$ cat src/rtl/sbcr_pkg.sv
// Shared types and constants for the spectrum bar column renderer.
// No dependencies; imported by every module of the block.
`timescale 1ns / 1ps
`default_nettype none

package sbcr_pkg;

   localparam int MAX_DIM_DEFAULT = 64;

   // field widths fixed by the interface
   localparam int POS_W       = 6;
   localparam int ENERGY_W    = 16;
   localparam int COLOR_W     = 24;
   localparam int COUNT_W     = 7;
   localparam int LEVEL_W     = 8;
   localparam int CSR_DATA_W  = 8;
   localparam int CSR_INDEX_W = 2;

   // energy (Q8.8) times gain (Q4.4), height scale is a shift by 13
   localparam int ES_W         = ENERGY_W + LEVEL_W;
   localparam int HEIGHT_SHIFT = 13;

   // band split points in percent of the column count
   localparam int LOW_SPLIT  = 33;
   localparam int MID_SPLIT  = 66;
   localparam int PERCENT    = 100;
   localparam int HUE_SECTORS = 5;

   localparam logic [COUNT_W-1:0] ROWS_RESET  = 7'd16;
   localparam logic [COUNT_W-1:0] COLS_RESET  = 7'd16;
   localparam logic [LEVEL_W-1:0] BRIGHT_RESET = 8'd255;
   localparam logic [LEVEL_W-1:0] SENS_RESET   = 8'd16;

   typedef enum logic [CSR_INDEX_W-1:0] {
      REG_ROW_COUNT    = 2'd0,
      REG_COLUMN_COUNT = 2'd1,
      REG_BRIGHTNESS   = 2'd2,
      REG_SENSITIVITY  = 2'd3
   } reg_index_type;

endpackage

`default_nettype wire

$ cat src/rtl/sbcr_csr.sv
// Configuration registers of the spectrum bar column renderer.
// Holds the four registers and clamps the matrix size to MAX_DIM. Uses sbcr_pkg.
`timescale 1ns / 1ps
`default_nettype none

module sbcr_csr #(
   parameter int MAX_DIM = sbcr_pkg::MAX_DIM_DEFAULT,
   parameter int DIM_W   = $clog2(MAX_DIM + 1)
) (
   input  wire logic                                clock,
   input  wire logic                                reset,
   input  wire logic                                csr_write,
   input  wire logic [sbcr_pkg::CSR_INDEX_W-1:0]    csr_index,
   input  wire logic [sbcr_pkg::CSR_DATA_W-1:0]     csr_data,
   output logic      [DIM_W-1:0]                    cfg_rows,
   output logic      [DIM_W-1:0]                    cfg_cols,
   output logic      [sbcr_pkg::LEVEL_W-1:0]        cfg_bright,
   output logic      [sbcr_pkg::LEVEL_W-1:0]        cfg_sens
);
   import sbcr_pkg::*;

   logic [COUNT_W-1:0] rows_ff, rows_in;
   logic [COUNT_W-1:0] cols_ff, cols_in;
   logic [LEVEL_W-1:0] bright_ff, bright_in;
   logic [LEVEL_W-1:0] sens_ff, sens_in;

   always_comb begin
      rows_in   = rows_ff;
      cols_in   = cols_ff;
      bright_in = bright_ff;
      sens_in   = sens_ff;
      if (csr_write) begin
         unique case (reg_index_type'(csr_index))
            REG_ROW_COUNT:    rows_in   = csr_data[COUNT_W-1:0];
            REG_COLUMN_COUNT: cols_in   = csr_data[COUNT_W-1:0];
            REG_BRIGHTNESS:   bright_in = csr_data[LEVEL_W-1:0];
            REG_SENSITIVITY:  sens_in   = csr_data[LEVEL_W-1:0];
            default: ;
         endcase
      end
   end

   always_ff @(posedge clock) begin
      if (reset) begin
         rows_ff   <= ROWS_RESET;
         cols_ff   <= COLS_RESET;
         bright_ff <= BRIGHT_RESET;
         sens_ff   <= SENS_RESET;
      end else begin
         rows_ff   <= rows_in;
         cols_ff   <= cols_in;
         bright_ff <= bright_in;
         sens_ff   <= sens_in;
      end
   end

   // oversized counts saturate at MAX_DIM
   assign cfg_rows   = (rows_ff > COUNT_W'(MAX_DIM)) ? DIM_W'(MAX_DIM) : DIM_W'(rows_ff);
   assign cfg_cols   = (cols_ff > COUNT_W'(MAX_DIM)) ? DIM_W'(MAX_DIM) : DIM_W'(cols_ff);
   assign cfg_bright = bright_ff;
   assign cfg_sens   = sens_ff;

endmodule

`default_nettype wire

$ cat src/rtl/sbcr_div.sv
// Restoring radix-2 divider, one quotient bit per cycle.
// Shared by the hue sector and ramp computations. Uses sbcr_pkg.
`timescale 1ns / 1ps
`default_nettype none

module sbcr_div #(
   parameter int DIVD_W = 15,
   parameter int DIVS_W = 7
) (
   input  wire logic              clock,
   input  wire logic              reset,
   input  wire logic              start,
   input  wire logic [DIVD_W-1:0] dividend,
   input  wire logic [DIVS_W-1:0] divisor,
   output logic                   done,
   output logic      [DIVD_W-1:0] quotient,
   output logic      [DIVS_W-1:0] remainder
);
   import sbcr_pkg::*;

   localparam int CNT_W = $clog2(DIVD_W + 1);

   logic              busy_ff, busy_in;
   logic              done_ff, done_in;
   logic [CNT_W-1:0]  cnt_ff, cnt_in;
   logic [DIVD_W-1:0] quo_ff, quo_in;
   logic [DIVS_W-1:0] rem_ff, rem_in;
   logic [DIVS_W-1:0] dsr_ff, dsr_in;
   logic [DIVS_W:0]   trial;
   logic              fits;

   assign trial = {rem_ff, quo_ff[DIVD_W-1]};
   assign fits  = (trial >= {1'b0, dsr_ff});

   always_comb begin
      busy_in = busy_ff;
      done_in = 1'b0;
      cnt_in  = cnt_ff;
      quo_in  = quo_ff;
      rem_in  = rem_ff;
      dsr_in  = dsr_ff;
      if (start) begin
         busy_in = 1'b1;
         cnt_in  = CNT_W'(DIVD_W);
         quo_in  = dividend;
         rem_in  = '0;
         dsr_in  = divisor;
      end else if (busy_ff) begin
         // remainder stays below the divisor, so the low bits suffice
         rem_in = fits ? DIVS_W'(trial - {1'b0, dsr_ff}) : trial[DIVS_W-1:0];
         quo_in = {quo_ff[DIVD_W-2:0], fits};
         cnt_in = cnt_ff - CNT_W'(1);
         if (cnt_ff == CNT_W'(1)) begin
            busy_in = 1'b0;
            done_in = 1'b1;
         end
      end
   end

   always_ff @(posedge clock) begin
      if (reset) begin
         busy_ff <= 1'b0;
         done_ff <= 1'b0;
         cnt_ff  <= '0;
      end else begin
         busy_ff <= busy_in;
         done_ff <= done_in;
         cnt_ff  <= cnt_in;
      end
      quo_ff <= quo_in;
      rem_ff <= rem_in;
      dsr_ff <= dsr_in;
   end

   assign done      = done_ff;
   assign quotient  = quo_ff;
   assign remainder = rem_ff;

endmodule

`default_nettype wire

$ cat src/rtl/spectrum_bar_column_renderer.sv
// Spectrum bar column renderer: one column of an LED-matrix bar graph per transfer.
// A request picks a band energy by column, turns it into a bar height and a rainbow
// color, then emits one pixel per row, top row first. An out-of-range column gives a
// single flagged empty pixel; a zero row count gives no pixels. A valid column first
// goes through setup, set by two passes through the one-bit-per-cycle shared divider
// (hue sector, then ramp), and then emits its pixels at one per cycle while the output
// side keeps up. DIVD_W = 8 + clog2(MAX_DIM+1). The next request is taken once the last
// pixel of a column is loaded into the output register.
// Depends on sbcr_pkg, sbcr_csr and sbcr_div.
`timescale 1ns / 1ps
`default_nettype none

module spectrum_bar_column_renderer #(
   parameter int MAX_DIM = sbcr_pkg::MAX_DIM_DEFAULT
) (
   input  wire logic                                clock,
   input  wire logic                                reset,
   input  wire logic                                req_valid,
   output logic                                     req_stall,
   input  wire logic [sbcr_pkg::POS_W-1:0]          req_column,
   input  wire logic [sbcr_pkg::ENERGY_W-1:0]       req_low_band,
   input  wire logic [sbcr_pkg::ENERGY_W-1:0]       req_mid_band,
   input  wire logic [sbcr_pkg::ENERGY_W-1:0]       req_high_band,
   output logic                                     rsp_valid,
   input  wire logic                                rsp_stall,
   output logic      [sbcr_pkg::COLOR_W-1:0]        rsp_pixel_color,
   output logic      [sbcr_pkg::POS_W-1:0]          rsp_row,
   output logic      [sbcr_pkg::POS_W-1:0]          rsp_col,
   output logic                                     rsp_last,
   output logic                                     rsp_bad_column,
   input  wire logic                                csr_write,
   input  wire logic [sbcr_pkg::CSR_INDEX_W-1:0]    csr_index,
   input  wire logic [sbcr_pkg::CSR_DATA_W-1:0]     csr_data
);
   import sbcr_pkg::*;

   localparam int DIM_W  = $clog2(MAX_DIM + 1);
   localparam int DIVD_W = LEVEL_W + DIM_W;
   localparam int XC_W   = (DIM_W > POS_W) ? DIM_W : POS_W;
   localparam int BAND_W = XC_W + 7;
   localparam int PROD_W = ES_W + DIM_W;
   localparam int HQ_W   = PROD_W - HEIGHT_SHIFT;

   typedef enum logic [3:0] {
      ST_IDLE,
      ST_CHECK,
      ST_BAD,
      ST_MUL1,
      ST_MUL2,
      ST_DIV1,
      ST_RAMP,
      ST_DIV2,
      ST_EMIT
   } state_type;

   logic [DIM_W-1:0]   cfg_rows, cfg_cols;
   logic [LEVEL_W-1:0] cfg_bright, cfg_sens;

   sbcr_csr #(
      .MAX_DIM (MAX_DIM),
      .DIM_W   (DIM_W)
   ) u_csr (
      .clock      (clock),
      .reset      (reset),
      .csr_write  (csr_write),
      .csr_index  (csr_index),
      .csr_data   (csr_data),
      .cfg_rows   (cfg_rows),
      .cfg_cols   (cfg_cols),
      .cfg_bright (cfg_bright),
      .cfg_sens   (cfg_sens)
   );

   // divider control
   logic              div_start;
   logic [DIVD_W-1:0] div_dividend;
   logic              div_done;
   logic [DIVD_W-1:0] div_quotient;
   logic [DIM_W-1:0]  div_remainder;

   sbcr_div #(
      .DIVD_W (DIVD_W),
      .DIVS_W (DIM_W)
   ) u_div (
      .clock     (clock),
      .reset     (reset),
      .start     (div_start),
      .dividend  (div_dividend),
      .divisor   (cfg_cols),
      .done      (div_done),
      .quotient  (div_quotient),
      .remainder (div_remainder)
   );

   state_type          state_ff, state_in;
   logic [POS_W-1:0]   x_ff, x_in;
   logic [ENERGY_W-1:0] low_ff, low_in, mid_ff, mid_in, high_ff, high_in;
   logic [ENERGY_W-1:0] e_ff, e_in;
   logic [ES_W-1:0]    es_ff, es_in;
   logic [PROD_W-1:0]  prod_ff, prod_in;
   logic [DIM_W-1:0]   h_ff, h_in;
   logic [2:0]         k_ff, k_in;
   logic [DIM_W-1:0]   r_ff, r_in;
   logic [LEVEL_W-1:0] ramp_ff, ramp_in;
   logic [DIM_W-1:0]   y_ff, y_in;

   logic                rsp_valid_ff, rsp_valid_in;
   logic [COLOR_W-1:0]  rsp_color_ff, rsp_color_in;
   logic [POS_W-1:0]    rsp_row_ff, rsp_row_in;
   logic [POS_W-1:0]    rsp_col_ff, rsp_col_in;
   logic                rsp_last_ff, rsp_last_in;
   logic                rsp_bad_ff, rsp_bad_in;

   logic                req_xfer, out_free;
   logic [XC_W-1:0]     x_ext, c_ext;
   logic [BAND_W-1:0]   x_pct, low_lim, mid_lim;
   logic [HQ_W-1:0]     h_raw;
   logic [DIM_W-1:0]    ramp_arg;
   logic [LEVEL_W-1:0]  red, grn, blu;
   logic                lit;

   assign req_xfer = req_valid && !req_stall;
   assign out_free = !rsp_valid_ff || !rsp_stall;

   assign x_ext   = XC_W'(x_ff);
   assign c_ext   = XC_W'(cfg_cols);
   assign x_pct   = BAND_W'(x_ext) * BAND_W'(PERCENT);
   assign low_lim = BAND_W'(c_ext) * BAND_W'(LOW_SPLIT);
   assign mid_lim = BAND_W'(c_ext) * BAND_W'(MID_SPLIT);

   assign h_raw = prod_ff[PROD_W-1:HEIGHT_SHIFT];

   // odd sectors ramp down, even sectors ramp up
   assign ramp_arg = k_ff[0] ? (cfg_cols - r_ff) : r_ff;

   assign div_start    = (state_ff == ST_MUL1) || (state_ff == ST_RAMP);
   assign div_dividend = (state_ff == ST_MUL1)
                       ? DIVD_W'(x_ff) * DIVD_W'(HUE_SECTORS)
                       : DIVD_W'(cfg_bright) * DIVD_W'(ramp_arg);

   always_comb begin
      red = cfg_bright;
      grn = '0;
      blu = ramp_ff;
      case (k_ff)
         3'd0: begin red = cfg_bright; grn = ramp_ff;    blu = '0;         end
         3'd1: begin red = ramp_ff;    grn = cfg_bright; blu = '0;         end
         3'd2: begin red = '0;         grn = cfg_bright; blu = ramp_ff;    end
         3'd3: begin red = '0;         grn = ramp_ff;    blu = cfg_bright; end
         3'd4: begin red = ramp_ff;    grn = '0;         blu = cfg_bright; end
         default: begin red = cfg_bright; grn = '0;      blu = ramp_ff;    end
      endcase
   end

   assign lit = ({1'b0, y_ff} + {1'b0, h_ff}) >= {1'b0, cfg_rows};

   always_comb begin
      state_in = state_ff;
      x_in     = x_ff;
      low_in   = low_ff;
      mid_in   = mid_ff;
      high_in  = high_ff;
      e_in     = e_ff;
      es_in    = es_ff;
      prod_in  = prod_ff;
      h_in     = h_ff;
      k_in     = k_ff;
      r_in     = r_ff;
      ramp_in  = ramp_ff;
      y_in     = y_ff;

      rsp_valid_in = rsp_valid_ff && rsp_stall;
      rsp_color_in = rsp_color_ff;
      rsp_row_in   = rsp_row_ff;
      rsp_col_in   = rsp_col_ff;
      rsp_last_in  = rsp_last_ff;
      rsp_bad_in   = rsp_bad_ff;

      unique case (state_ff)
         ST_IDLE: begin
            if (req_xfer) begin
               x_in     = req_column;
               low_in   = req_low_band;
               mid_in   = req_mid_band;
               high_in  = req_high_band;
               state_in = ST_CHECK;
            end
         end
         ST_CHECK: begin
            if (x_ext >= c_ext) begin
               state_in = ST_BAD;
            end else if (cfg_rows == '0) begin
               state_in = ST_IDLE;
            end else begin
               if (x_pct < low_lim) begin
                  e_in = low_ff;
               end else if (x_pct < mid_lim) begin
                  e_in = mid_ff;
               end else begin
                  e_in = high_ff;
               end
               state_in = ST_MUL1;
            end
         end
         ST_BAD: begin
            if (out_free) begin
               rsp_valid_in = 1'b1;
               rsp_color_in = '0;
               rsp_row_in   = '0;
               rsp_col_in   = x_ff;
               rsp_last_in  = 1'b1;
               rsp_bad_in   = 1'b1;
               state_in     = ST_IDLE;
            end
         end
         ST_MUL1: begin
            es_in    = ES_W'(e_ff) * ES_W'(cfg_sens);
            state_in = ST_MUL2;
         end
         ST_MUL2: begin
            prod_in  = PROD_W'(es_ff) * PROD_W'(cfg_rows);
            state_in = ST_DIV1;
         end
         ST_DIV1: begin
            h_in = (h_raw > HQ_W'(cfg_rows)) ? cfg_rows : DIM_W'(h_raw);
            if (div_done) begin
               k_in     = div_quotient[2:0];
               r_in     = div_remainder;
               state_in = ST_RAMP;
            end
         end
         ST_RAMP: begin
            state_in = ST_DIV2;
         end
         ST_DIV2: begin
            if (div_done) begin
               ramp_in  = div_quotient[LEVEL_W-1:0];
               y_in     = '0;
               state_in = ST_EMIT;
            end
         end
         ST_EMIT: begin
            if (out_free) begin
               rsp_valid_in = 1'b1;
               rsp_color_in = lit ? {red, grn, blu} : '0;
               rsp_row_in   = POS_W'(y_ff);
               rsp_col_in   = x_ff;
               rsp_last_in  = (y_ff + DIM_W'(1)) == cfg_rows;
               rsp_bad_in   = 1'b0;
               y_in         = y_ff + DIM_W'(1);
               if ((y_ff + DIM_W'(1)) == cfg_rows) begin
                  state_in = ST_IDLE;
               end
            end
         end
         default: state_in = ST_IDLE;
      endcase
   end

   always_ff @(posedge clock) begin
      if (reset) begin
         state_ff     <= ST_IDLE;
         rsp_valid_ff <= 1'b0;
      end else begin
         state_ff     <= state_in;
         rsp_valid_ff <= rsp_valid_in;
      end
      x_ff         <= x_in;
      low_ff       <= low_in;
      mid_ff       <= mid_in;
      high_ff      <= high_in;
      e_ff         <= e_in;
      es_ff        <= es_in;
      prod_ff      <= prod_in;
      h_ff         <= h_in;
      k_ff         <= k_in;
      r_ff         <= r_in;
      ramp_ff      <= ramp_in;
      y_ff         <= y_in;
      rsp_color_ff <= rsp_color_in;
      rsp_row_ff   <= rsp_row_in;
      rsp_col_ff   <= rsp_col_in;
      rsp_last_ff  <= rsp_last_in;
      rsp_bad_ff   <= rsp_bad_in;
   end

   assign req_stall       = (state_ff != ST_IDLE);
   assign rsp_valid       = rsp_valid_ff;
   assign rsp_pixel_color = rsp_color_ff;
   assign rsp_row         = rsp_row_ff;
   assign rsp_col         = rsp_col_ff;
   assign rsp_last        = rsp_last_ff;
   assign rsp_bad_column  = rsp_bad_ff;

   // a transfer always starts the column check
   a_xfer_to_check: assert property (@(posedge clock) disable iff (reset)
      req_xfer |=> (state_ff == ST_CHECK))
      else $error("accepted request did not reach the column check");

   // the row counter never walks past the matrix height while emitting
   a_row_in_range: assert property (@(posedge clock) disable iff (reset)
      (state_ff == ST_EMIT) |-> (y_ff < cfg_rows))
      else $error("row counter beyond row count");

   // the divider only finishes while the sequencer waits for it
   a_div_done_wait: assert property (@(posedge clock) disable iff (reset)
      div_done |-> ((state_ff == ST_DIV1) || (state_ff == ST_DIV2)))
      else $error("divider finished outside a wait state");

   // a flagged column is a single dark pixel that closes the column
   a_bad_shape: assert property (@(posedge clock) disable iff (reset)
      (rsp_valid_ff && rsp_bad_ff) |-> (rsp_last_ff && (rsp_color_ff == '0)))
      else $error("bad column result malformed");

endmodule

`default_nettype wire
$ cat config.mk
export PLATFORM = sky130hd
export DESIGN_NAME = spectrum_bar_column_renderer
export DESIGN_NICKNAME = d
export VERILOG_FILES = /design/src/rtl/sbcr_pkg.sv /design/src/rtl/sbcr_csr.sv /design/src/rtl/sbcr_div.sv /design/src/rtl/spectrum_bar_column_renderer.sv
export SDC_FILE = /design/constraint.sdc
export NUM_CORES = 1
export LEC_CHECK = 0
export ABC_AREA = 0
export ABC_CLOCK_PERIOD_IN_PS = 7600
export BUFFER_PORTS_ARGS = -buffer_cell sky130_fd_sc_hd__buf_2
export CAP_MARGIN = 20
export CORE_MARGIN = 1.5
export CORE_UTILIZATION = 50
export CTS_CLUSTER_DIAMETER = 40
export DETAILED_ROUTE_END_ITERATION = 10
export PLACE_DENSITY = 0.67
export SLEW_MARGIN = 20
export SYNTH_ARGS = -nofsm -noshare
export SYNTH_HDL_FRONTEND = slang
export SYNTH_HIERARCHICAL = 1
export SYNTH_SLANG_ARGS = --single-unit
$ cat constraint.sdc
create_clock -name clock -period 7.6 [get_ports clock]
set_input_delay 0.76 -clock clock [delete_from_list [all_inputs] [get_ports clock]]
set_output_delay 0.76 -clock clock [all_outputs]
set_load 0.02 [all_outputs]
# == After elaboration in Yosys (flattened, before gate mapping) ==
# Cells that the tools add are included.
# totals
latch_bits,0
mem_bits_ro,0
output_inout_bits,40
ramBits,0
inputBits,69
regBits,265
word_cells,155
n_memories,0
# classes
n_reduce_logical,35
n_shift,0
muxes,45
eq_ne,23
n_div,0
n_bitwise,3
n_mul,7
order_cmp,8
addsub,5
# op_table
operator,n
$mux 24,3
$mux 7,7
$pmux 24 s2,1
$pmux 8 s2,3
$mux 15,3
$pmux 4 s9,1
$mux 16,2
$mux 4,8
$mul 24x7->31,1
$mul 7x6->13 const B,2
$mul 16x8->24,1
$gt 18x7->1,1
$eq 4x3->1 const B,4
$ge 8x7->1,2
$reduce_and 2->1,8
$mul 8x7->15,1
$gt 7x7->1 const B,2
$lt 13x14->1,1
$pmux 7 s2,1
$reduce_or 2->1,7
$sub 7x7->7,2
$lt 13x13->1,1
$mux 6,2
$pmux 6 s2,1
other kinds (33),61

# == Logic depth before layout (Yosys ltp) ==
# depth
depth_word,7
ltp_mapped,28
ltp_nobuf,28

# == Modules after synthesis ==
# The synthesis kept the hierarchy.
# by_module_without_submodules
mod,cells_per_inst,instances,area_per_inst_um2,seq_area_each_um2
spectrum_bar_column_renderer,1955,1,20203.1,5565.3
sbcr_div,175,1,1940.6,920.9
sbcr_csr,131,1,1311.3,600.6

# == Worst setup path before layout ==
# No wires, ideal clock.
# synth_path
path_kind,register to register
from,reg u_csr.cols_ff[6]
to,"reg u_div.quo_ff[14], in the netlist u_div/quotient[14] (data pin)"
setup_slack_ps,936
stages_incl_launch_ff,29
arrival_ps,6404
required_time_ps,7340
path_cell_list,dfxtp_1 -> nor2b_1 -> inv_1 -> ha_1 -> inv_1 -> fa_1 -> a21o_1 -> a21oi_1 -> o21bai_1 -> a21oi_1 -> xor2_1 -> nand2_1 -> xnor2_1 -> nand2_1 -> fa_1 -> fa_1 -> inv_1 -> fa_1 -> inv_1 -> fa_1 -> inv_1 -> ha_1 -> nor2b_1 -> o21a_1 -> o41ai_1 -> o21ai_0 -> a31oi_1 -> mux2i_1 -> mux2_2
# synth_via
elab_chain_cells,7
# synth_lines
item,line,text
from (decl),sbcr_csr.sv:23,"logic [COUNT_W-1:0] cols_ff, cols_in;"
from (signal assigned),sbcr_csr.sv:51,cols_ff <= cols_in;
$gt 7x7->1,sbcr_csr.sv:59,assign cfg_cols = (cols_ff > COUNT_W'(MAX_DIM)) ? DIM_W'(MAX_DIM) : DIM_W'(cols_ff);
$mux 7,sbcr_csr.sv:59,
via c_ext[0],spectrum_bar_column_renderer.sv:115,"logic [XC_W-1:0] x_ext, c_ext;"
$sub 7x7->7,spectrum_bar_column_renderer.sv:134,assign ramp_arg = k_ff[0] ? (cfg_cols - r_ff) : r_ff;
$mux 7,spectrum_bar_column_renderer.sv:134,
$mul 8x7->15,spectrum_bar_column_renderer.sv:139,: DIVD_W'(cfg_bright) * DIVD_W'(ramp_arg);
$mux 15,spectrum_bar_column_renderer.sv:138,? DIVD_W'(x_ff) * DIVD_W'(HUE_SECTORS)
via div_dividend[14],spectrum_bar_column_renderer.sv:76,logic [DIVD_W-1:0] div_dividend;
$mux 15,sbcr_div.sv:42,if (start) begin
via u_div.quo_in[14],sbcr_div.sv:26,"logic [DIVD_W-1:0] quo_ff, quo_in;"
to (signal assigned),sbcr_div.sv:70,quo_ff <= quo_in;
to (decl),sbcr_div.sv:26,
# The timed path passes the listed nets, and every way through them passes these cells.
# A chain may end at the register's enable or synchronous reset.

# == Final worst setup path ==
# Ends and elaborated chain as after synthesis.

==> results.cfg <==
[die]
core_region_area_sq_um = 46500
placementRows = 79
fp.dieH_microns = 220
io_pins = 109
die-width_microns = 220
die-area_sq_um = 48200
initial_utilization_pct = 50.5

[sta]
post-route-worst-setup-slack_ns = 0.813
hold_viol = 0
final_worst_hold_slack_ns = 0.368
actual_slew_at_the_worst_max_slew_pin_ns = 1.06
clock_skew_ns = 0.0203
max_freq_mhz = 147
timing.max_slew.rel_slack_pct = 29.3
layout_worst_path_cycle_share_pct = 89.3
rsz0062_at_grt = false
final.setup.tns_ns = 0
timing_max_transition_violations_final = 0
fin_crit_ns = 6.79
timing.final.setup_violations = 0

[synth]
synthesis.area_per_instance_sq_um = 10.4
yosysWarningCount = 6
syn-cell-area_sq_um = 23500
top_cells_by_area_in_the_synthesized_netlist = edfxtp_1 (26%), fa_1 (19%), ha_1 (12%)
ys_ff_latch = 252
synth_nets = 2782
netlist-cell-type-count = 83
edff_count_synth = 204
synth_instances = 2261
yosys.area.top_type_share_pct = 26.1
synth.largest_area_cell = edfxtp_1
postSynth.topFlopCell = edfxtp_1
synth_seq_area_share_pct = 30.2
asyncSetResetFlopFracSynth_pct = 0

[clocking]
clock_sinks = 252
postCtsSetupBuffers = 0
clock_path_buffers = 3
cts.htree.levels = 2
clkTransAtPathRegs_ns = 0.06
clockRootBuffer = clkbuf_16
cts_hold_buf = 0
post_cts_resize_count = 0
cts_tree = done
cts_inserted_buffers = 37
clk-insertion-delay-late_ns = 0.56

[global_routing]
wire_length_of_the_first_global_routing_pass_mm = 83.7
grt_start_max_net_pins = 57
initial_antenna_violation_count = 4
residual_overflow_from_global_routing = 0
grt_pass1_vias = 16775
track_usage_pct = 21.8

[min_path]
hold_class = input pin to flop
worst_hold_path.num_cells = 1

[cells_and_area]
area_growth_pct = 10.1
post_layout_nonfiller_instances = 2976
finalNetCount = 2862
most-common-layout-cells = inv_1 (288), nand2_1 (234), fa_1 (227), ha_1 (225), edfxtp_1 (204)
mostFrequentLayoutCell = inv_1
layout-drive-gt1-share_pct = 12.2

[power_and_ir_drop]
worst_supply_voltage_drop_on_vdd_mv = 0.250
power_per_cell_area_nw_per_um2 = 206
total_leakage_power_nw = 11.6
totalPowerFinal_w = 0.00532

[flow_run]
cap_violations = 0

[placement]
dpl.hpwl_mm = 39.1
place_ws_ns = 0.786
post-place-cells = 2908
place.port_buffers = 108
gp_congestion = 0.833

[critical_path]
worst_setup_path_start_kind = flop
path_max_fanout = 8
arrival_ns = 7.09
endpoint_kind = flop
critPathKind = flop to flop
slowest_cell_delay_on_critical_path_ns = 0.54
timing.critical_path.mode_cell = fa_1
worst-endpoint-required_ns = 7.90
worst_path_max_delay_cell = fa_1
ff2ff_path_depth = 25

[detailed_routing]
detailroute.via_count = 16222
drt.antenna.violating_nets = 0
drt-wirelength-per-cell_microns = 16.9
drt-total-wl_mm = 50.2
drt_pre_antenna_iters = 5
drc_errors = 0
drt_iter0_drc = 874
routed_via_density = 5.45

[status]
status = finished, final reports clean
cell families (layout without fill, tap and decap cells):
kind of cell | Yosys count | in the layout | share of synthesized area [%]
compound gates | 285 | 285 | 8.57
xor+xnor | 80 | 80 | 2.99
fa+ha+maj | 452 | 452 | 31.4
buf+inv | 377 | 484 | 6.34
flops | 252 | 252 | 30.2
mux | 95 | 95 | 4.32
other cells | 0 | 1 | 0
simple gates | 720 | 720 | 16.2
where the power goes:
part / internal, W / switching [W]
combinational: 0.000858 / 0.00104
sequential: 0.00162 / 0.0000962
clock: 0.00102 / 0.000684
total: 0.00350 / 0.00182
state kept, by name (all words and copies together), names as in the netlist, 6 cells and up:
signal	flops
u_div/quotient	15
ramp_ff	8
x_ff	6
mid_ff	16
u_div/remainder	7
rsp_col	6
u_csr/rows_ff	7
u_div/dsr_ff	7
y_ff	7
h_ff	7
e_ff	16
rsp_pixel_color	24
es_ff	24
r_ff	7
u_csr/cfg_sens	8
rsp_row	6
u_csr/cols_ff	7
low_ff	16
prod_ff	18
high_ff	16
u_csr/cfg_bright	8
worst paths after layout:
check	startpoint	endpoint	slack [ns]
setup / recovery	u_csr/cols_ff[6]$_SDFFE_PP0P_	u_div/quotient[14]$_DFFE_PP_	0.81
hold / removal	req_low_band[5]	low_ff[5]$_DFFE_PP_	0.37
setup reg to reg	u_csr/cols_ff[6]$_SDFFE_PP0P_	u_div/quotient[14]$_DFFE_PP_	0.81
hold reg to reg	u_div/quotient[3]$_DFFE_PP_	ramp_ff[3]$_DFFE_PP_	0.45
worst max-delay path: cells and delay by family (launching register included):
kind / cells / cell delay, ns
AO/OA/AOI/OAI: 8 / 1.79
XOR/XNOR: 1 / 0.13
adder cells (fa/ha/maj): 6 / 2.74
buffers and inverters: 4 / 0.32
flip-flops: 1 / 0.35
multiplexers: 3 / 0.44
AND/OR/NAND/NOR: 3 / 0.76
metal layers:
layer	share of wire, %	global-route usage [%]
met5	0.094	0
met2	47	36.5
met3	4.9	3.44
met1	46	29.1
met4	2.4	6.60
metrics by stage:
| step | area (sq um) | utilization (%) |
|---|---|---|
| after floorplan | 23500 | - |
| after global placement | 24500 | 52.8 |
| after detailed placement | 24500 | 52.8 |
| after CTS | 25800 | 55.5 |
| after global routing | 25800 | 55.6 |
| final | 25800 | 55.6 |
cells in the mapped netlist, types with 20 or more instances:
cell type and count:
a211oi_1 26, a21o_1 34, a21oi_1 68, and2_1 130, and3_1 20, clkbuf_1 69, dfxtp_1 48, edfxtp_1 204
fa_1 227, ha_1 225, inv_1 288, mux2_2 40, mux2i_1 45, nand2_1 234, nand2b_1 59, nor2_1 94
nor2b_1 68, o21a_1 20, o21ai_0 35, xnor2_1 51, xor2_1 29
area by class of cell:
cell class                 count  area, sq um
clock buffer                  39          965
timing repair buffer         130          723
sequential                   252         7090
fill                        3999        20600
tap                          607          759
clock inverter                27          273
multi-input combinational   1632        14900
inverter                     288         1080
antenna                        1         2.50
(Power assumes the default switching activity.)
